--- config.mk ---
export PLATFORM = sky130hd
export DESIGN_NAME = ssc_front
export DESIGN_NICKNAME = d
export VERILOG_FILES = /design/src/hdl/ssc_pkg.sv /design/src/hdl/ssc_front.sv
export SDC_FILE = /design/constraint.sdc
export NUM_CORES = 1
export LEC_CHECK = 0
export BUFFER_PORTS_ARGS = -buffer_cell sky130_fd_sc_hd__buf_2
export CAP_MARGIN = 25
export CORE_MARGIN = 2
export CORE_UTILIZATION = 51
export CTS_CLUSTER_SIZE = 20
export DETAILED_ROUTE_END_ITERATION = 8
export GPL_ROUTABILITY_DRIVEN = 0
export GPL_TIMING_DRIVEN = 0
export HOLD_SLACK_MARGIN = 0.03
export PLACE_DENSITY = 0.7
export SYNTH_ARGS = -nofsm -noshare
export SYNTH_HDL_FRONTEND = slang
export SYNTH_SLANG_ARGS = --single-unit
--- constraint.sdc ---
create_clock -name clk -period 7.47 [get_ports clk]
set_input_delay 0.3735 -clock clk [delete_from_list [all_inputs] [get_ports clk]]
set_output_delay 0.3735 -clock clk [all_outputs]
set_load 0.1 [all_outputs]
--- src/hdl/ssc_pkg.sv ---
`default_nettype none

package ssc_pkg;

	localparam int SAMPLE_BITS = 16;
	localparam int CFG_INDEX_W = 3;
	localparam int CFG_DATA_W  = 16;
	localparam int BAND_W      = 15;
	localparam int ENABLE_W    = 4;
	localparam int COUNT_W     = 32;
	localparam int CROSS_W     = 16;

	// exponential average, Q.8 accumulator
	localparam int ACC_W      = SAMPLE_BITS + 8;
	localparam int EMA_X_W    = ACC_W + 5;
	localparam int EMA_MAG_W  = 28;
	localparam int EMA_PROD_W = 2 * EMA_MAG_W;
	localparam int EMA_SHIFT  = 31;
	localparam int EMA_Q_W    = EMA_PROD_W - EMA_SHIFT;
	// ceil(2^31 / 10), exact floor(x / 10) for x below 2^30
	localparam logic [EMA_MAG_W-1:0] EMA_RECIP = 28'd214748365;

	localparam int QUEUE_DEPTH = 2;

	localparam int EN_FILTER = 0;
	localparam int EN_THRESH = 1;
	localparam int EN_HIGH   = 2;
	localparam int EN_LOW    = 3;

	typedef logic signed [SAMPLE_BITS-1:0] sample_t;

	localparam sample_t SAT_MAX = {1'b0, {(SAMPLE_BITS-1){1'b1}}};
	localparam sample_t SAT_MIN = {1'b1, {(SAMPLE_BITS-1){1'b0}}};

	typedef enum logic [CFG_INDEX_W-1:0] {
		REG_CAL_OFFSET = 3'd0,
		REG_CAL_SCALE  = 3'd1,
		REG_HIGH_LIMIT = 3'd2,
		REG_LOW_LIMIT  = 3'd3,
		REG_HYST_BAND  = 3'd4,
		REG_ENABLE     = 3'd5
	} cfg_reg_t;

	typedef struct packed {
		sample_t                 cal_offset;
		logic [15:0]             cal_scale;
		sample_t                 high_limit;
		sample_t                 low_limit;
		logic [BAND_W-1:0]       band;
		logic [ENABLE_W-1:0]     enable;
	} cfg_t;

	typedef struct packed {
		sample_t                 calibrated;
		sample_t                 filtered;
		sample_t                 min_val;
		sample_t                 max_val;
		sample_t                 smoothed;
		logic                    high_alarm;
		logic                    low_alarm;
		logic                    threshold_event;
		logic [COUNT_W-1:0]      samples;
		logic [CROSS_W-1:0]      crossings;
	} result_t;

endpackage

`default_nettype wire

--- src/hdl/ssc_front.sv ---
`default_nettype none

module ssc_front (
	input  wire logic           clk,
	input  wire logic           arst_n,
	input  wire ssc_pkg::cfg_t  cfg,
	input  wire logic           in_valid,
	output logic                in_ready,
	input  wire ssc_pkg::sample_t raw_sample,
	input  wire logic           q_full,
	output logic                push,
	output ssc_pkg::sample_t    push_data
);

	localparam int SUM_W  = ssc_pkg::SAMPLE_BITS + 1;
	localparam int PROD_W = 2 * SUM_W;

	localparam logic signed [PROD_W-1:0] HI = PROD_W'(ssc_pkg::SAT_MAX);
	localparam logic signed [PROD_W-1:0] LO = PROD_W'(ssc_pkg::SAT_MIN);

	logic                     v_s1, v_s2;
	logic                     load2;
	logic signed [SUM_W-1:0]  sum_s1;
	logic signed [PROD_W-1:0] prod_s2;
	logic signed [PROD_W-1:0] shifted;

	assign push     = v_s2 && !q_full;
	assign load2    = !v_s2 || push;
	assign in_ready = !v_s1 || load2;

	always_ff @(posedge clk or negedge arst_n) begin
		if (!arst_n) begin
			v_s1 <= 1'b0;
			v_s2 <= 1'b0;
		end else begin
			if (in_ready)
				v_s1 <= in_valid;
			if (load2)
				v_s2 <= v_s1;
		end
	end

	always_ff @(posedge clk) begin
		if (in_valid && in_ready)
			sum_s1 <= SUM_W'(raw_sample) + SUM_W'(cfg.cal_offset);
		if (load2 && v_s1)
			prod_s2 <= sum_s1 * $signed({1'b0, cfg.cal_scale});
	end

	// Q8.8 product back to integer, truncating toward zero, then clamp
	always_comb begin
		if (prod_s2[PROD_W-1])
			shifted = (prod_s2 + PROD_W'(255)) >>> 8;
		else
			shifted = prod_s2 >>> 8;
		priority if (shifted > HI)
			push_data = ssc_pkg::SAT_MAX;
		else if (shifted < LO)
			push_data = ssc_pkg::SAT_MIN;
		else
			push_data = shifted[ssc_pkg::SAMPLE_BITS-1:0];
	end

endmodule

`default_nettype wire

Yosys cells after proc, flatten, opt, wreduce, memory -nomap -nowiden --
Index checks and enable logic that the tools add are counted.
Storage, ports and cells: logic and storage cells 20, flip-flop bits (word level) 53, output and inout bits 18, bits of input ports 103
Cells by class: reductions and logical operators 8, $lt $le $gt $ge 2, multipliers 1, muxes and demuxes 3, $add $sub $neg 2
Operators by type and width (count):
- 34-bit by 9-bit adder with 34-bit output (second input constant) | 1
- 34-bit by 16-bit greater-than comparator with 1-bit output (second input constant) | 1
- 34-bit by 16-bit less-than comparator with 1-bit output (second input constant) | 1
- 17-bit by 17-bit multiplier with 34-bit output | 1
- 34-bit two-way mux | 1
- 16-bit two-way mux | 2
- 16-bit by 16-bit adder with 17-bit output | 1
- 1-bit logical AND | 3
- 1-bit logical NOT | 3
- 1-bit logical OR | 2

Depth between registers and ports, before layout --
Gate-level depths: netlist (run 1).
word-level depth 5, depth in mapped cells 24

Least setup slack after synthesis (run 1) --
No wires, ideal clock.
path type input -> register, from in cfg[61] in the netlist's numbering, to reg prod_s2[32], data pin, stages on the path 23, data arrival time 6.106 ns, path buffers 2, path slack 1.098 ns, data required time 7.205 ns, cells stage by stage clkbuf_1 > clkbuf_1 > nand2_1 > fa_1 > inv_1 > fa_1 > inv_1 > fa_1 > inv_1 > fa_1 > fa_1 > inv_1 > fa_1 > inv_1 > ha_1 > a211oi_1 > or2b_2 > o21ai_2 > a32oi_2 > a221o_2 > a21oi_1 > nor3_1 > or3_1
Between the ends: longest elaborated chain between the ends 1
RTL lines:
- start: declaration | line ssc_front.sv:6 | input wire ssc_pkg::cfg_t cfg,
- 17-bit by 17-bit multiplier with 34-bit output | line ssc_front.sv:47 | prod_s2 <= sum_s1 * $signed({1'b0, cfg.cal_scale});
- end signal: assignment | line ssc_front.sv:47
- end: declaration | line ssc_front.sv:24 | logic signed [PROD_W-1:0] prod_s2;
Every way passes these cells. A chain may end at the register's enable or synchronous reset.

Final worst setup path (run 1) --
from reg sum_s1[9], to reg prod_s2[33], data pin
Between the ends: longest elaborated chain between the ends 1
RTL lines:
- start: declaration | line ssc_front.sv:23 | logic signed [SUM_W-1:0] sum_s1;
- start signal: assignment | line ssc_front.sv:45 | sum_s1 <= SUM_W'(raw_sample) + SUM_W'(cfg.cal_offset);
- 17-bit by 17-bit multiplier with 34-bit output | line ssc_front.sv:47
Every way passes these cells.

==> results of run 1 <==
[registers in the layout, summed over array words and instances (netlist names)]
name / cells
prod_s2: 34
sum_s1: 17
v_s1: 1
v_s2: 1
[critical path, delay by kind of cell, from the launching register on]
kind                       cells  cell delay, ps
xor gates and xnor gates       1             170
adders and majority gates      7            3500
buffers and inverters          4             480
and+or+nand+nor                3             600
DFF                            1             550
AOI/OAI and AO/OA              6            1610
[cells in the final DEF (no fill, tap or decap), drive strengths merged, types with 4 or more instances in the layout]
master / instances
xnor2: 40
o211ai: 4
ha: 103
o21a: 6
edfxtp: 51
nor2: 29
buf: 68
o21ai: 22
or3: 6
nand2: 180
nand4: 4
a21o: 15
nor4: 4
nor2b: 4
and3: 4
nand2b: 5
nor3: 10
inv: 364
xor2: 19
clkbuf: 44
fa: 280
nand3: 12
o31ai: 4
and2: 122
a21oi: 49
[through the flow]
step / util (%) / std cells / setup WS (ps) / hold WS (ps) / setup TNS, ps
6_report: 55.4 / 1831 / 241 / 248 / 0
5_1_grt: 55.4 / 1831 / 12.5 / 263 / 0
4_1_cts: 55.3 / 1830 / 32.4 / 245 / 0
3_5_place_dp: 54.6 / 1821 / -358 / 162 / -459
3_3_place_gp: 54.5 / 1820 / -286 / 163 / -307
2_1_floorplan: - / 1422 / 1100 / 77.9 / 0
[final timing paths]
check | end | slack [ps] | cells past startpoint
setup / recovery | prod_s2[33]$_DFFE_PP_ | 240 | 21
hold / removal | v_s1$_DFFE_PN0N_ | 250 | 2
setup reg to reg | prod_s2[33]$_DFFE_PP_ | 240 | 21
hold reg to reg | v_s2$_DFFE_PN0P_ | 480 | 1
max in group asynchronous | v_s1$_DFFE_PN0N_ | 7000 | 2
min in group asynchronous | v_s2$_DFFE_PN0P_ | 370 | 2
[logic make-up (layout without fill, tap and decap cells)]
family,Yosys count,in the layout
simple gates,393,393
flops,53,53
xor+xnor,59,59
compound gates,125,125
buf+inv,406,480
fa+ha+maj,383,383
mux,3,3
[repair_timing]
action | 4_1_cts | 5_1_grt
buffers inserted | 0 | 1
pin swaps | 0 | 0
endpoints found under the hold margin | 2 | 0
gates resized for setup | 5 | 14
setup endpoints to repair | 3 | 2
hold buffers | 1 | 0
[routing by layer]
| layer | part of all wire [%] | routed length, um | track usage (%) | vias up |
|---|---|---|---|---|
| met5 | 0 | 0 | 0 | - |
| met4 | 3.6 | 1100 | 7.64 | 0 |
| met3 | 5.3 | 1630 | 2.46 | 61 |
| met2 | 49 | 14900 | 40.7 | 274 |
| met1 | 42 | 12800 | 32.0 | 4777 |
| li1 | - | - | - | 4405 |
[cell type report]
type	instances	area, um^2	share of cell area (%)
multi-input cells	963	10300	71.7
flip-flops and latches	53	1580	11.0
inverters	364	1370	9.56
well taps	335	419	2.93
repair buffers	66	353	2.46
plain buffers	42	173	1.21
clock buffers	5	125	0.873
clock inverters	3	28.8	0.201
==> results.json, run 1 <==
{
  "relSlewSlack_pct": 38.0,
  "grt_use_total_pct": 23.8,
  "numCtsBuffers": 5,
  "die_area_um2": 27500,
  "critPathCaptureType": "register",
  "yosysSeqAreaShare_pct": 11.9,
  "synthFlopType": "edfxtp_1",
  "synth_cells": 1422,
  "area_growth_pct": 7.40,
  "root_buffer": "clkbuf_16",
  "crit_path_start_kind": "register",
  "die_h_um": 166,
  "clk_path_buf_depth": 2,
  "yosys.area.top_type": "fa_1",
  "crit_arrival_ps": 7260,
  "worstSetupPathType": "reg -> reg",
  "wl_um": 30500,
  "synth_top_area_share_pct": 42.0,
  "fin_nets": 1981,
  "synth_compound_area_share_pct": 6.28,
  "cts.sinks": 53,
  "synthMuxAreaShare_pct": 0.234,
  "final_layout_size_suffix_gt1_share_pct": 7.55,
  "drt-initial-drc-count": 575,
  "drc": 0,
  "ant_nets": 0,
  "grt_max_degree": 26,
  "synth_edf_count": 51,
  "crit_required_ps": 7500,
  "dr.pass1.iters": 7,
  "hold_class": "in -> reg",
  "antenna_found_initial": 0,
  "outcome": "finished clean",
  "report.final.slew_viol_count": 0,
  "vias_per_cell": 5.20,
  "ys_ff_latch": 53,
  "synth_top_family_by_area": "adder cells",
  "yosys.area_share.simple_pct": 14.6,
  "crit_fanout": 10,
  "num_vias": 9517,
  "hpwl_um": 26200,
  "syn_avg_cell_area_um2": 9.38,
  "r2r_start": "sum_s1[9]$_DFFE_PP_",
  "crit_slowest_cell": "fa_1",
  "place_area_um2": 14100,
  "tritoncts": "built",
  "hp-start": "in_valid",
  "finalCritPeriodShare_pct": 96.8,
  "num_antenna_cells": 0,
  "synth_warnings": 0,
  "tightest_slew_ps": 923,
  "port_buffers": 63,
  "grt_pass1_vias": 10300,
  "grt_first_pass_wirelength_um": 52200,
  "yosysMostFrequentCell": "inv_1",
  "synth_area_um2": 13300,
  "path_common_cell": "fa_1",
  "fill_cells": 2358,
  "clk_latency_ps": 320,
  "fmax_ghz": 0.138,
  "start_util_pct": 51.6,
  "crit_start": "sum_s1[9]$_DFFE_PP_",
  "design_area_um2": 14300,
  "async_reset_ff_share_pct": 3.77,
  "crit_chain": "buf_2 > nand2_1 > fa_1 > fa_1 > fa_1 > fa_1 > inv_1 > fa_1 > inv_1 > fa_1 > inv_1 > ha_1 > a222oi_1 > nor4b_4 > a221o_1 > or3_1 > o211ai_2 > o31ai_4 > o211ai_1 > a21oi_1 > xnor2_2",
  "synth_top_cells_by_area": "fa_1 42%, edfxtp_1 11%, inv_1 10%",
  "cts_max_level": 2,
  "core_area_um2": 25800,
  "rsz0062_at_grt": "no",
  "setup_violations": 0,
  "grt_overflow": 0,
  "critPathMaxStageDelay_ps": 600,
  "final.min_clock_period_ps": 7230,
  "clkSlewWorstSetupHoldPaths_ps": 80,
  "synth_commonest_cells": "363 x inv_1, 280 x fa_1, 180 x nand2_1",
  "top_level_ports": 121,
  "synthAdderAreaFrac_pct": 51.7,
  "synth_xor_area_share_pct": 3.87,
  "die_w_um": 166,
  "wire_per_inst_um": 16.7,
  "syn-num-nets": 1908,
  "cap_violations": 0,
  "num_rows": 59,
  "finalClockSkew_ps": 9.75,
  "hold_violations": 0,
  "ys_types": 71
}
Power of run 1 is left out: the tool's default activity adds up to more than one toggle a clock period on the data nets, which glitch-free logic cannot reach.
==> run 2, diff against run 1 <==
==> constraint.sdc (replaced) <==
create_clock -name clk -period 7.47 [get_ports clk]
set_input_delay 1.494 -clock clk [delete_from_list [all_inputs] [get_ports clk]]
set_output_delay 1.494 -clock clk [all_outputs]
set_load 0.1 [all_outputs]
==> run 2 against run 1 <==
Core utilization rose by 2.1 points. Clock skew barely moved. Global-route usage rose by 0.49 points. Routed wire length rose by 3.4%. Sequential cell count unchanged. Critical path type is now in -> reg. Highest routed layer unchanged.
==> results.json, run 2 (synthesis gave the netlist of run 1 again) <==
{
  "tritoncts": "built",
  "final.min_clock_period_ps": 7430,
  "worstSetupPathType": "in -> reg",
  "die_w_um": 166,
  "wl_um": 31500,
  "grt_pass1_vias": 10500,
  "drc": 0,
  "met1_length_um": 13000,
  "mostFrequentLayoutCells": "357 x inv_1, 272 x fa_1, 180 x nand2_1",
  "reg2reg_depth": 21,
  "top_layer": "met4",
  "num_rows": 59,
  "hpwl_um": 26300,
  "path_buf_inv": 6,
  "crit_path_start_kind": "input pin",
  "report.final.slew_viol_count": 0,
  "root_buffer": "clkbuf_16",
  "tightest_slew_ps": 933,
  "final_common_cell": "inv_1",
  "clk_latency_ps": 320,
  "port_buffers": 63,
  "worstHoldPathCells": 1,
  "cts_max_level": 2,
  "crit_required_ps": 7560,
  "grt_overflow": 0,
  "final_layout_size_suffix_gt1_share_pct": 11.6,
  "grt_use_total_pct": 24.2,
  "antenna_found_initial": 0,
  "core_area_um2": 25800,
  "dr_wl_met2_um": 15500,
  "num_vias": 9711,
  "cap_violations": 0,
  "hp-start": "v_s1$_DFFE_PN0N_",
  "crit_fanout": 8,
  "numCtsBuffers": 5,
  "top_level_ports": 121,
  "regMostFlops": "prod_s2",
  "vias_per_cell": 5.24,
  "cts.sinks": 53,
  "wire_per_inst_um": 17.0,
  "num_antenna_cells": 0,
  "grt_max_degree": 26,
  "top_regs": "prod_s2: 34 flops, sum_s1: 17 flops",
  "largest_register_ffs": 34,
  "reg2reg_slack_ps": 360,
  "critPathCaptureType": "register",
  "clkSlewWorstSetupHoldPaths_ps": 80,
  "dr.pass1.iters": 5,
  "critPathMaxStageDelay_ps": 550,
  "setup_violations": 0,
  "crit_family": "adder cells",
  "grt_first_pass_wirelength_um": 53000,
  "relSlewSlack_pct": 37.3,
  "drt-initial-drc-count": 614,
  "hold_class": "reg -> reg",
  "clk_path_buf_depth": 2,
  "min_to": "v_s2$_DFFE_PN0P_",
  "area_growth_pct": 11.4,
  "path_common_cell": "fa_1",
  "die_area_um2": 27500,
  "hold_violations": 0,
  "die_h_um": 166,
  "reg2reg_to": "prod_s2[33]$_DFFE_PP_",
  "outcome": "finished clean",
  "fmax_ghz": 0.135,
  "ant_nets": 0,
  "place_area_um2": 14100,
  "crit_slowest_cell": "fa_2",
  "rsz0062_at_grt": "yes",
  "crit_arrival_ps": 7520,
  "finalClockSkew_ps": 9.87,
  "design_area_um2": 14900,
  "fin_nets": 2005,
  "wl_met3_um": 1730,
  "r2r_start": "sum_s1[10]$_DFFE_PP_",
  "finalCritPeriodShare_pct": 99.4,
  "crit_chain": "buf_4 > buf_8 > and2_1 > fa_1 > inv_1 > fa_2 > fa_1 > fa_1 > inv_1 > fa_1 > inv_1 > fa_1 > inv_1 > ha_4 > a222oi_1 > nor4b_4 > a221o_1 > or3_4 > o211ai_4 > o31ai_4 > o211ai_1 > a21oi_2 > xnor2_2",
  "start_util_pct": 51.6
}
## run 2: cell count changes in the layout (fill, tap and decap cells not counted), sizes merged
cell         before  now
buf              68  105
clkinvlp          1    2
dlygate4sd3       1    0
clkbuf           44   32
inv             364  363
## run 2: worst max path at each step
stage	start	endpoint	slack, ps	cells past startpoint
after floorplan	cfg[61]	prod_s2[32]$_DFFE_PP_	70	23
after global placement	cfg[54]	prod_s2[33]$_DFFE_PP_	-1380	22
after detailed placement	cfg[53]	prod_s2[33]$_DFFE_PP_	-1450	22
after CTS	cfg[57]	prod_s2[33]$_DFFE_PP_	-2	23
after global routing	cfg[59]	prod_s2[33]$_DFFE_PP_	-110	24
final	cfg[58]	prod_s2[33]$_DFFE_PP_	40	23
## run 2: metal layers
| metal | up-vias | global-route usage, % |
|---|---|---|
| met3 | 75 | 2.22 |
| li1 | 4455 | - |
| met1 | 4867 | 32.7 |
| met5 | - | 0 |
| met4 | 0 | 8.85 |
| met2 | 314 | 41.2 |
## run 2: metrics by stage
stage | util (%) | setup slack, ps | TNS (ps) | std cells | hold slack, ps
floorplan | - | 69.1 | 0 | 1422 | 443
global placement | 54.5 | -1380 | -9570 | 1820 | 452
detailed placement | 54.6 | -1450 | -10210 | 1821 | 481
CTS | 56.4 | -2.31 | -2.31 | 1838 | 500
global route | 57.5 | -113 | -187 | 1855 | 523
finish | 57.5 | 44.0 | 0 | 1855 | 493
## run 2: what timing repair did
item	CTS	global route
endpoints found under the setup margin	12	6
gates resized for setup	66	48
cloned	0	1
hold buffers	0	0
pin swaps	25	35
buffers inserted	9	17
## run 2: layout make-up
| class | count | area (um^2) |
|---|---|---|
| buffer | 41 | 290 |
| inverter | 364 | 1370 |
| sequential | 53 | 1580 |
| tap | 335 | 419 |
| fill | 2231 | 11000 |
| multi-input combinational | 963 | 10500 |
| timing repair buffer | 91 | 594 |
| clock inverter | 3 | 25.0 |
| clock buffer | 5 | 125 |
Power of run 2 is left out for the same reason.
