===== src/hdl/ssc_pkg.sv =====
`default_nettype none

package ssc_pkg;

	localparam int SAMPLE_BITS = 16;
	localparam int CFG_INDEX_W = 3;
	localparam int CFG_DATA_W  = 16;
	localparam int BAND_W      = 15;
	localparam int ENABLE_W    = 4;
	localparam int COUNT_W     = 32;
	localparam int CROSS_W     = 16;

	// exponential average, Q.8 accumulator
	localparam int ACC_W      = SAMPLE_BITS + 8;
	localparam int EMA_X_W    = ACC_W + 5;
	localparam int EMA_MAG_W  = 28;
	localparam int EMA_PROD_W = 2 * EMA_MAG_W;
	localparam int EMA_SHIFT  = 31;
	localparam int EMA_Q_W    = EMA_PROD_W - EMA_SHIFT;
	// ceil(2^31 / 10), exact floor(x / 10) for x below 2^30
	localparam logic [EMA_MAG_W-1:0] EMA_RECIP = 28'd214748365;

	localparam int QUEUE_DEPTH = 2;

	localparam int EN_FILTER = 0;
	localparam int EN_THRESH = 1;
	localparam int EN_HIGH   = 2;
	localparam int EN_LOW    = 3;

	typedef logic signed [SAMPLE_BITS-1:0] sample_t;

	localparam sample_t SAT_MAX = {1'b0, {(SAMPLE_BITS-1){1'b1}}};
	localparam sample_t SAT_MIN = {1'b1, {(SAMPLE_BITS-1){1'b0}}};

	typedef enum logic [CFG_INDEX_W-1:0] {
		REG_CAL_OFFSET = 3'd0,
		REG_CAL_SCALE  = 3'd1,
		REG_HIGH_LIMIT = 3'd2,
		REG_LOW_LIMIT  = 3'd3,
		REG_HYST_BAND  = 3'd4,
		REG_ENABLE     = 3'd5
	} cfg_reg_t;

	typedef struct packed {
		sample_t                 cal_offset;
		logic [15:0]             cal_scale;
		sample_t                 high_limit;
		sample_t                 low_limit;
		logic [BAND_W-1:0]       band;
		logic [ENABLE_W-1:0]     enable;
	} cfg_t;

	typedef struct packed {
		sample_t                 calibrated;
		sample_t                 filtered;
		sample_t                 min_val;
		sample_t                 max_val;
		sample_t                 smoothed;
		logic                    high_alarm;
		logic                    low_alarm;
		logic                    threshold_event;
		logic [COUNT_W-1:0]      samples;
		logic [CROSS_W-1:0]      crossings;
	} result_t;

endpackage

`default_nettype wire


===== src/hdl/ssc_queue.sv =====
`default_nettype none

module ssc_queue (
	input  wire logic             clk,
	input  wire logic             arst_n,
	input  wire logic             push,
	input  wire ssc_pkg::sample_t push_data,
	output logic                  full,
	input  wire logic             pop,
	output logic                  q_valid,
	output ssc_pkg::sample_t      q_data
);

	localparam int PW = (ssc_pkg::QUEUE_DEPTH > 1) ? $clog2(ssc_pkg::QUEUE_DEPTH) : 1;
	localparam int CW = $clog2(ssc_pkg::QUEUE_DEPTH + 1);
	localparam logic [PW-1:0] LAST = PW'(ssc_pkg::QUEUE_DEPTH - 1);
	localparam logic [CW-1:0] FULL_CNT = CW'(ssc_pkg::QUEUE_DEPTH);

	ssc_pkg::sample_t entry_q [ssc_pkg::QUEUE_DEPTH];
	logic [PW-1:0]    wr_ptr_q, rd_ptr_q;
	logic [CW-1:0]    count_q;

	assign full    = (count_q == FULL_CNT);
	assign q_valid = (count_q != '0);
	assign q_data  = entry_q[rd_ptr_q];

	always_ff @(posedge clk or negedge arst_n) begin
		if (!arst_n) begin
			wr_ptr_q <= '0;
			rd_ptr_q <= '0;
			count_q  <= '0;
		end else begin
			if (push)
				wr_ptr_q <= (wr_ptr_q == LAST) ? '0 : wr_ptr_q + 1'b1;
			if (pop)
				rd_ptr_q <= (rd_ptr_q == LAST) ? '0 : rd_ptr_q + 1'b1;
			if (push && !pop)
				count_q <= count_q + 1'b1;
			else if (pop && !push)
				count_q <= count_q - 1'b1;
		end
	end

	always_ff @(posedge clk) begin
		if (push)
			entry_q[wr_ptr_q] <= push_data;
	end

`ifndef NO_ASSERTIONS
	a_no_overflow: assert property (@(posedge clk) disable iff (!arst_n)
		push |-> (count_q != FULL_CNT) || pop)
		else $error("queue written while full");
`endif

endmodule

`default_nettype wire


===== config.mk =====
export PLATFORM = sky130hd
export DESIGN_NAME = ssc_queue
export DESIGN_NICKNAME = d
export VERILOG_FILES = /design/src/hdl/ssc_pkg.sv /design/src/hdl/ssc_queue.sv
export SDC_FILE = /design/constraint.sdc
export NUM_CORES = 1
export LEC_CHECK = 0
export BUFFER_PORTS_ARGS = -buffer_cell sky130_fd_sc_hd__buf_2
export CAP_MARGIN = 15
export CORE_UTILIZATION = 50
export CTS_BUF_LIST = sky130_fd_sc_hd__clkbuf_4 sky130_fd_sc_hd__clkbuf_8 sky130_fd_sc_hd__clkbuf_16
export DETAILED_ROUTE_END_ITERATION = 10
export PLACE_DENSITY_LB_ADDON = 0.1
export REMOVE_ABC_BUFFERS = 1
export SYNTH_ARGS = -nofsm -noshare
export SYNTH_HDL_FRONTEND = slang
export SYNTH_SLANG_ARGS = --single-unit

===== constraint.sdc =====
create_clock -name clk -period 1.99 [get_ports clk]
set_input_delay 0.398 -clock clk [delete_from_list [all_inputs] [get_ports clk]]
set_output_delay 0.398 -clock clk [all_outputs]
set_load 0.02 [all_outputs]

* Word-level counts from Yosys, hierarchy flattened
Memory sizes are Yosys's and may differ from the RTL's. Index checks and enable logic that the tools add are counted.
Word-level totals: bits in registers 4, bits in latches 0, RAM bits 32, memory bits (read-only) 0, input port bits 20, output and inout bits 18, logic and storage cells 21, memories 1
Memories:
- entry_q | depth 2, bits a word 16, read ports 1, clocked after memory_dff 0, write ports 1, RTL line ssc_queue.sv:19 | ssc_pkg::sample_t entry_q [ssc_pkg::QUEUE_DEPTH];
Cells by class: add/subtract/negate cells 4, multipliers 0, div/mod/pow operators 0, order comparisons 0, equal/unequal tests 1, shift operators 0, mux-type cells 6, bitwise logic cells 0, reduce and logical (&&, ||, !) cells 6
Operators by type and width (count):
- two-way mux 1 bit | 4
- two-way mux 2 bit | 2
- nonzero test 2 bit | 2
- adder 1 bit, second input constant | 2
- adder 2 x 1 -> 2 bit, second input constant | 1
- equality test 2 bit, second input constant | 1
- logical AND 1 bit | 2
- zero test 1 bit | 2
- subtractor 2 x 1 -> 2 bit, second input constant | 1

* Longest topological paths before layout
Gate-level depths: netlist of run 1.
word-level depth 4, mapped depth 5, mapped depth without buffers 5

* Worst setup path before layout of run 1
OpenSTA, ideal clock, no wires.
kind in2reg, from input port push, to memory entry_q[0][0] (netlist bit), enable pin, library setup time 390 ps, arrival time 1162 ps, required time 1600 ps, setup slack 437 ps, stages on the path 1, buffers on the path 0, path through nor2b_1
Between the ends: cells in the longest elaborated chain, start to end 2
RTL lines:
- start: declaration | RTL line ssc_queue.sv:6 | input wire logic push,
- two-way mux 1 bit | RTL line ssc_queue.sv:45 | if (push)
- two-way mux 1 bit (not written as such) | RTL line ssc_queue.sv:46 | entry_q[wr_ptr_q] <= push_data;
- end: declaration | RTL line ssc_queue.sv:19
No other way between the ends.

* Worst setup path after layout of run 1
from register rd_ptr_q, to output port q_data[0]
Between the ends: cells in the longest elaborated chain, start to end 1
RTL lines:
- start: declaration | RTL line ssc_queue.sv:20 | logic [PW-1:0] wr_ptr_q, rd_ptr_q;
- start signal: assignment | RTL line ssc_queue.sv:36 | rd_ptr_q <= (rd_ptr_q == LAST) ? '0 : rd_ptr_q + 1'b1;
- memory read (2 x 16 bit)
- end: declaration | RTL line ssc_queue.sv:11 | output ssc_pkg::sample_t q_data
No other way between the ends.

==> results.sh, run 1 <==
export IMPL_drt_pass1_iterations=4
export IMPL_grt_ovfl_total=0
export IMPL_grt_pass1_vias=643
export IMPL_drv_cap=0
export IMPL_cts_root_buf="clkbuf_4"
export IMPL_initial_utilization_pct=54.3
export IMPL_ctsHoldBuffers=1
export IMPL_clk_path_buf_depth=2
export IMPL_clkTransAtPathRegs_ns=0.09
export IMPL_syn_avg_cell_area_um2=21.1
export IMPL_initialDrtViolationCount=4
export IMPL_synth_flop_cell="edfxtp_1"
export IMPL_cp_start_kind="register"
export IMPL_cp_end_kind="output port"
export IMPL_ys_warn_count=0
export IMPL_drc=0
export IMPL_post_route_period_util_pct=89.6
export IMPL_antennaDiodeCount=0
export IMPL_yosysUniqueCellTypes=14
export IMPL_vdd_drop_max_uv=901
export IMPL_clk_latency_ns=0.32
export IMPL_die_x_um=54.8
export IMPL_cp_max_fo=9
export IMPL_max_freq_mhz=561
export IMPL_p_leak_uw=0.000695
export IMPL_status="finished clean"
export IMPL_synthTopCellsByArea="edfxtp_1, mux2_4, dfrtp_1"
export IMPL_synth_top_area_share_pct=68.9
export IMPL_fin_cells=144
export IMPL_rsz0062_at_grt="false"
export IMPL_hold_depth=1
export IMPL_syn2layout_area_growth_pct=20.4
export IMPL_synthArstFlopShare_pct=11.1
export IMPL_cts_sinks=36
export IMPL_min_to="entry_q[0][11]$_DFFE_PP_"
export IMPL_worstPathRequired_ns=1.59
export IMPL_synth_most_common_cell="edfxtp_1"
export IMPL_antenna_found_initial=0
export IMPL_place_hpwl_um=1370
export IMPL_p_per_area_mw_per_mm2=1350
export IMPL_fp_dieH_um=54.8
export IMPL_clock_skew_final_ns=0.00656
export IMPL_grt_first_pass_wirelength_um=2790
export IMPL_rr_worst_depth=2
export IMPL_r2r_slack_ns=0.75
export IMPL_worstSetupPathType="register to output port"
export IMPL_dr_total_vias=692
export IMPL_r2r_end="entry_q[1][10]$_DFFE_PP_"
export IMPL_die_area_mm2=0.00301
export IMPL_reg2reg_from="wr_ptr_q$_DFFE_PN0P_"
export IMPL_ant_nets=0
export IMPL_wl_met2_um=879
export IMPL_min_period_ns=1.78
export IMPL_cts_tree="built"
export IMPL_wl_met3_um=147
export IMPL_grt_total_usage_pct=15.1
export IMPL_gp_congestion=0.546
export IMPL_io_pins=38
export IMPL_hold_path_class="primary input to register"
export IMPL_tightest_slew_ns=0.290
export IMPL_rows=18
export IMPL_layout_drive_gt1_share_pct=56.1
export IMPL_yosys_area_top_type="edfxtp_1"
export IMPL_wl_per_cell_um=13.1
export IMPL_synth_area_mm2=0.00140
export IMPL_post_cts_buffers=0
export IMPL_setup_viol=0
export IMPL_wirelength_um=1880
export IMPL_postSynthCellCount=66
export IMPL_routed_top_layer="met4"
export IMPL_io_buffers=37
export IMPL_ctsResizeCount=0
export IMPL_fin_setup_tns_ns=0
export IMPL_critPathArrivalTime_ns=1.39
export IMPL_synth_edf_count=32
export IMPL_worst_hold_startpoint="push_data[11]"
export IMPL_core_area_mm2=0.00257
export IMPL_cts_made_buffers=5
export IMPL_slew_headroom_pct=80.7
export IMPL_hold_violations=0
export IMPL_wl_met1_um=815
export IMPL_yosysSeqAreaShare_pct=76.1
export IMPL_vias_per_cell=4.81
export IMPL_grt_max_degree=12
export IMPL_ys_seq_elements=36
export IMPL_netlist_top_cells_count="edfxtp_1, mux2_4, mux2_2, dfrtp_1, xor2_1"
export IMPL_final_net_count=135
export IMPL_htreeDepth=2
export IMPL_slew_violations=0
export IMPL_dp_cells=136
==> sequential cells by signal, indices dropped and copies added (netlist names) <==
| signal | cells |
|---|---|
| count_q | 2 |
| entry_q | 32 |
| rd_ptr_q | 1 |
| wr_ptr_q | 1 |
==> area by class of cell <==
cell class,instances,area [um2]
Multi-Input combinational cell,27,299
Clock buffer,5,37.5
Fill cell,198,888
Timing Repair Buffer,43,233
Inverter,1,3.75
Sequential cell,36,1060
Tap cell,30,37.5
Clock inverter,2,7.51
==> per-layer routing <==
metal  vias to the layer above  track usage (%)
met5                         -                0
met4                         0             9.40
met3                         7             8.61
met2                        25             20.9
met1                       319             17.9
li1                        341                -
==> layout by cell type (no fill, tap or decap) <==
cell and count:
and2_1 1, xor2_1 4, buf_4 5, dlygate4sd3_1 1
inv_1 1, nor2_1 1, mux2_4 9, ha_1 1
clkinv_1 2, xnor2_1 1, edfxtp_1 32, dfrtp_1 4
buf_2 37, or2_2 1, clkbuf_4 5, nor2b_1 2
mux2_2 7
==> worst max-delay path by stage <==
stage / slack, ns / depth (start not counted) / start / endpoint
after global placement: 0.56 / 3 / rd_ptr_q$_DFFE_PN0P_ / q_data[0]
after global routing: 0.13 / 3 / rd_ptr_q$_DFFE_PN0P_ / q_data[0]
after detailed placement: 0.55 / 3 / rd_ptr_q$_DFFE_PN0P_ / q_data[0]
after CTS: 0.18 / 3 / rd_ptr_q$_DFFE_PN0P_ / q_data[0]
after floorplan: 0.38 / 1 / rd_ptr_q$_DFFE_PN0P_ / q_data[0]
final: 0.21 / 3 / rd_ptr_q$_DFFE_PN0P_ / q_data[0]
==> stage by stage <==
stage | power (uW) | instance area [um2] | utilization (%) | hold WS, ns | setup WS (ns)
3_3_place_gp | 1960 | 1620 | 63.3 | 0.208 | 0.563
5_1_grt | 2410 | 1680 | 65.4 | 0.231 | 0.131
2_1_floorplan | 1690 | 1360 | - | 0.102 | 0.383
3_5_place_dp | 1980 | 1620 | 63.3 | 0.210 | 0.549
4_1_cts | 2310 | 1680 | 65.4 | 0.236 | 0.176
6_report | 2270 | 1680 | 65.4 | 0.258 | 0.207
==> cells by family (layout without fill, tap and decap cells) <==
family,Yosys count,count (layout),share of synthesized area (%)
xor gates and xnor gates,5,5,3.14
adders and majority gates,1,1,0.897
buffers and inverters,3,51,2.51
DFF,36,36,76.1
muxes,16,16,15.3
and+or+nand+nor,5,5,2.06
==> critical path: stages, from the launching register on <==
cell,delay [ns]
dfrtp_1,0.35
buf_4,0.21
mux2_2,0.35
buf_2,0.16
==> where the power goes <==
part	switching [uW]	internal, uW	total, uW
clock	202	123	325
combinational	472	404	875
sequential	59.8	1010	1070
total	733	1540	2270
(Power assumes the default switching activity.)
==> run 2, diff against run 1 <==
--- a/config.mk
+++ b/config.mk
@@ -7,6 +7,7 @@
 export LEC_CHECK = 0
 export BUFFER_PORTS_ARGS = -buffer_cell sky130_fd_sc_hd__buf_2
 export CAP_MARGIN = 15
+export CORE_MARGIN = 2
 export CORE_UTILIZATION = 50
 export CTS_BUF_LIST = sky130_fd_sc_hd__clkbuf_4 sky130_fd_sc_hd__clkbuf_8 sky130_fd_sc_hd__clkbuf_16
 export DETAILED_ROUTE_END_ITERATION = 10
==> run 2 against run 1 <==
  * Sequential cell count unchanged
  * First-iteration DRC count up 130%
  * Routed wire length up 5.4%
  * Highest routed layer unchanged
  * Via count is 2.0% higher
  * Clock skew is 0.0014 ns lower
==> results.sh, run 2 (same netlist as run 1, synthesis figures left out) <==
export IMPL_place_hpwl_um=1450
export IMPL_vdd_drop_max_uv=907
export IMPL_crit_buf_inv=2
export IMPL_post_route_period_util_pct=93.2
export IMPL_r2r_end="entry_q[1][4]$_DFFE_PP_"
export IMPL_cts_sinks=36
export IMPL_gp_congestion=0.678
export IMPL_cp_top_family="flip-flops"
export IMPL_ant_nets=0
export IMPL_p_comb_share_pct=36.3
export IMPL_hold_path_class="primary input to register"
export IMPL_setup_viol=0
export IMPL_dp_slack_ns=0.420
export IMPL_grt_pass1_vias=720
export IMPL_rr_worst_depth=2
export IMPL_clock_power_share_pct=17.4
export IMPL_nFillCells=218
export IMPL_clk_latency_ns=0.32
export IMPL_rows=19
export IMPL_core_area_mm2=0.00271
export IMPL_cts_tree="built"
export IMPL_max_freq_mhz=539
export IMPL_cp_end_kind="output port"
export IMPL_io_pins=38
export IMPL_crit_end="q_data[2]"
export IMPL_worstSetupPathType="register to output port"
export IMPL_initialDrtViolationCount=9
export IMPL_slowest_stage="dfrtp_2"
export IMPL_largest_reg_flops=32
export IMPL_grt_met3_usage_pct=6.22
export IMPL_grt_max_degree=13
export IMPL_final_net_count=135
export IMPL_vias_per_cell=4.84
export IMPL_antennaDiodeCount=0
export IMPL_cp_cell_sequence="buf_4 > mux2_2 > buf_2"
export IMPL_rsz0062_at_grt="false"
export IMPL_r2r_slack_ns=0.79
export IMPL_fin_ws_ns=0.136
export IMPL_slew_violations=0
export IMPL_slowest_delay_ns=0.44
export IMPL_clkTransAtPathRegs_ns=0.10
export IMPL_die_x_um=56.8
export IMPL_reg_top3="entry_q x32, count_q x2"
export IMPL_clock_skew_final_ns=0.00514
export IMPL_internal_power_uw=1620
export IMPL_io_buffers=37
export IMPL_min_period_ns=1.85
export IMPL_hold_depth=1
export IMPL_drt_pass1_iterations=2
export IMPL_p_leak_uw=0.000707
export IMPL_swShare_pct=31.5
export IMPL_largest_register="entry_q"
export IMPL_grt_ovfl_total=0
export IMPL_p_seq_share_pct=46.2
export IMPL_use_met1_pct=15.7
export IMPL_critPathArrivalTime_ns=1.46
export IMPL_p_switching_uw=744
export IMPL_die_area_mm2=0.00323
export IMPL_use_met2_pct=21.3
export IMPL_tightest_slew_ns=0.227
export IMPL_final_common_cell="buf_2"
export IMPL_wl_per_cell_um=13.6
export IMPL_htreeDepth=2
export IMPL_syn2layout_area_growth_pct=22.1
export IMPL_cts_made_buffers=5
export IMPL_reg2reg_from="wr_ptr_q$_DFFE_PN0P_"
export IMPL_initial_utilization_pct=51.5
export IMPL_startpoint="rd_ptr_q$_DFFE_PN0P_"
export IMPL_cp_max_fo=7
export IMPL_status="finished clean"
export IMPL_worstPathRequired_ns=1.59
export IMPL_slew_headroom_pct=84.8
export IMPL_drc=0
export IMPL_cts_root_buf="clkbuf_4"
export IMPL_layout_drive_gt1_share_pct=59.1
export IMPL_clk_path_buf_depth=2
export IMPL_grt_first_pass_wirelength_um=3130
export IMPL_p_per_area_mw_per_mm2=1390
export IMPL_hold_violations=0
export IMPL_grt_busiest_layer="met2"
export IMPL_wirelength_um=1990
export IMPL_final_cell_mix="buf_2, edfxtp_1, mux2_4"
export IMPL_fp_dieH_um=56.8
export IMPL_antenna_found_initial=0
export IMPL_grt_total_usage_pct=13.4
export IMPL_fin_setup_tns_ns=0
export IMPL_dr_total_vias=706
export IMPL_cp_start_kind="register"
export IMPL_cp_num_cells=3
export IMPL_drv_cap=0
## run 2: cell count changes in the layout (fill, tap and decap cells not counted), sizes merged
cell	previous run	this run
clkinv	2	0
clkbuf	5	8
## run 2: worst reg2reg max path, stage by stage (launching register included)
cell and delay, ns:
dfrtp_1 0.38, and2_1 0.26, buf_4 0.26
## run 2: metrics by stage
stage / hold slack [ns] / instances / utilization (%) / cell area, um2 / power (uW)
CTS: 0.247 / 146 / 62.8 / 1700 / 2400
global placement: 0.212 / 137 / 60.0 / 1630 / 1970
finish: 0.262 / 146 / 62.8 / 1700 / 2360
detailed placement: 0.217 / 137 / 60.0 / 1630 / 1980
floorplan: 0.102 / 64 / - / 1360 / 1690
global route: 0.234 / 146 / 62.8 / 1700 / 2490
## run 2: timing repair
item / CTS / global route
resized for setup: 0 / 1
buffers inserted: 0 / 0
hold buffers: 1 / 0
setup endpoints to repair: 0 / 1
endpoints found under the hold margin: 4 / 0
## run 2: power by group through the flow
stage / registers, uW / logic (uW) / clock network, uW
final: 1090 / 859 / 412
after detailed placement: 1110 / 871 / 0
after CTS: 1090 / 874 / 429
after global routing: 1110 / 917 / 467
after floorplan: 1130 / 557 / 0
after global placement: 1100 / 869 / 0
## run 2: how the worst min path moves through the flow
stage / start / to / slack [ns]
after floorplan: arst_n / count_q[0]$_DFFE_PN0P_ / 0.10
after global placement: arst_n / wr_ptr_q$_DFFE_PN0P_ / 0.21
after detailed placement: arst_n / wr_ptr_q$_DFFE_PN0P_ / 0.22
after CTS: push_data[7] / entry_q[0][7]$_DFFE_PP_ / 0.25
after global routing: push_data[8] / entry_q[0][8]$_DFFE_PP_ / 0.23
final: push_data[8] / entry_q[1][8]$_DFFE_PP_ / 0.26
## run 2: cell type report
type / instances / area (um2) / area share [%]
flip-flops and latches: 36 / 1060 / 62.4
multi-input cells: 27 / 299 / 17.6
repair buffers: 43 / 233 / 13.7
clock buffers: 8 / 66.3 / 3.89
well taps: 31 / 38.8 / 2.28
inverters: 1 / 3.75 / 0.220
## run 2: metal layers
layer | wire (um) | up-vias
li1 | - | 345
met2 | 961 | 23
met3 | 151 | 5
met5 | 0 | -
met1 | 835 | 333
met4 | 38 | 0
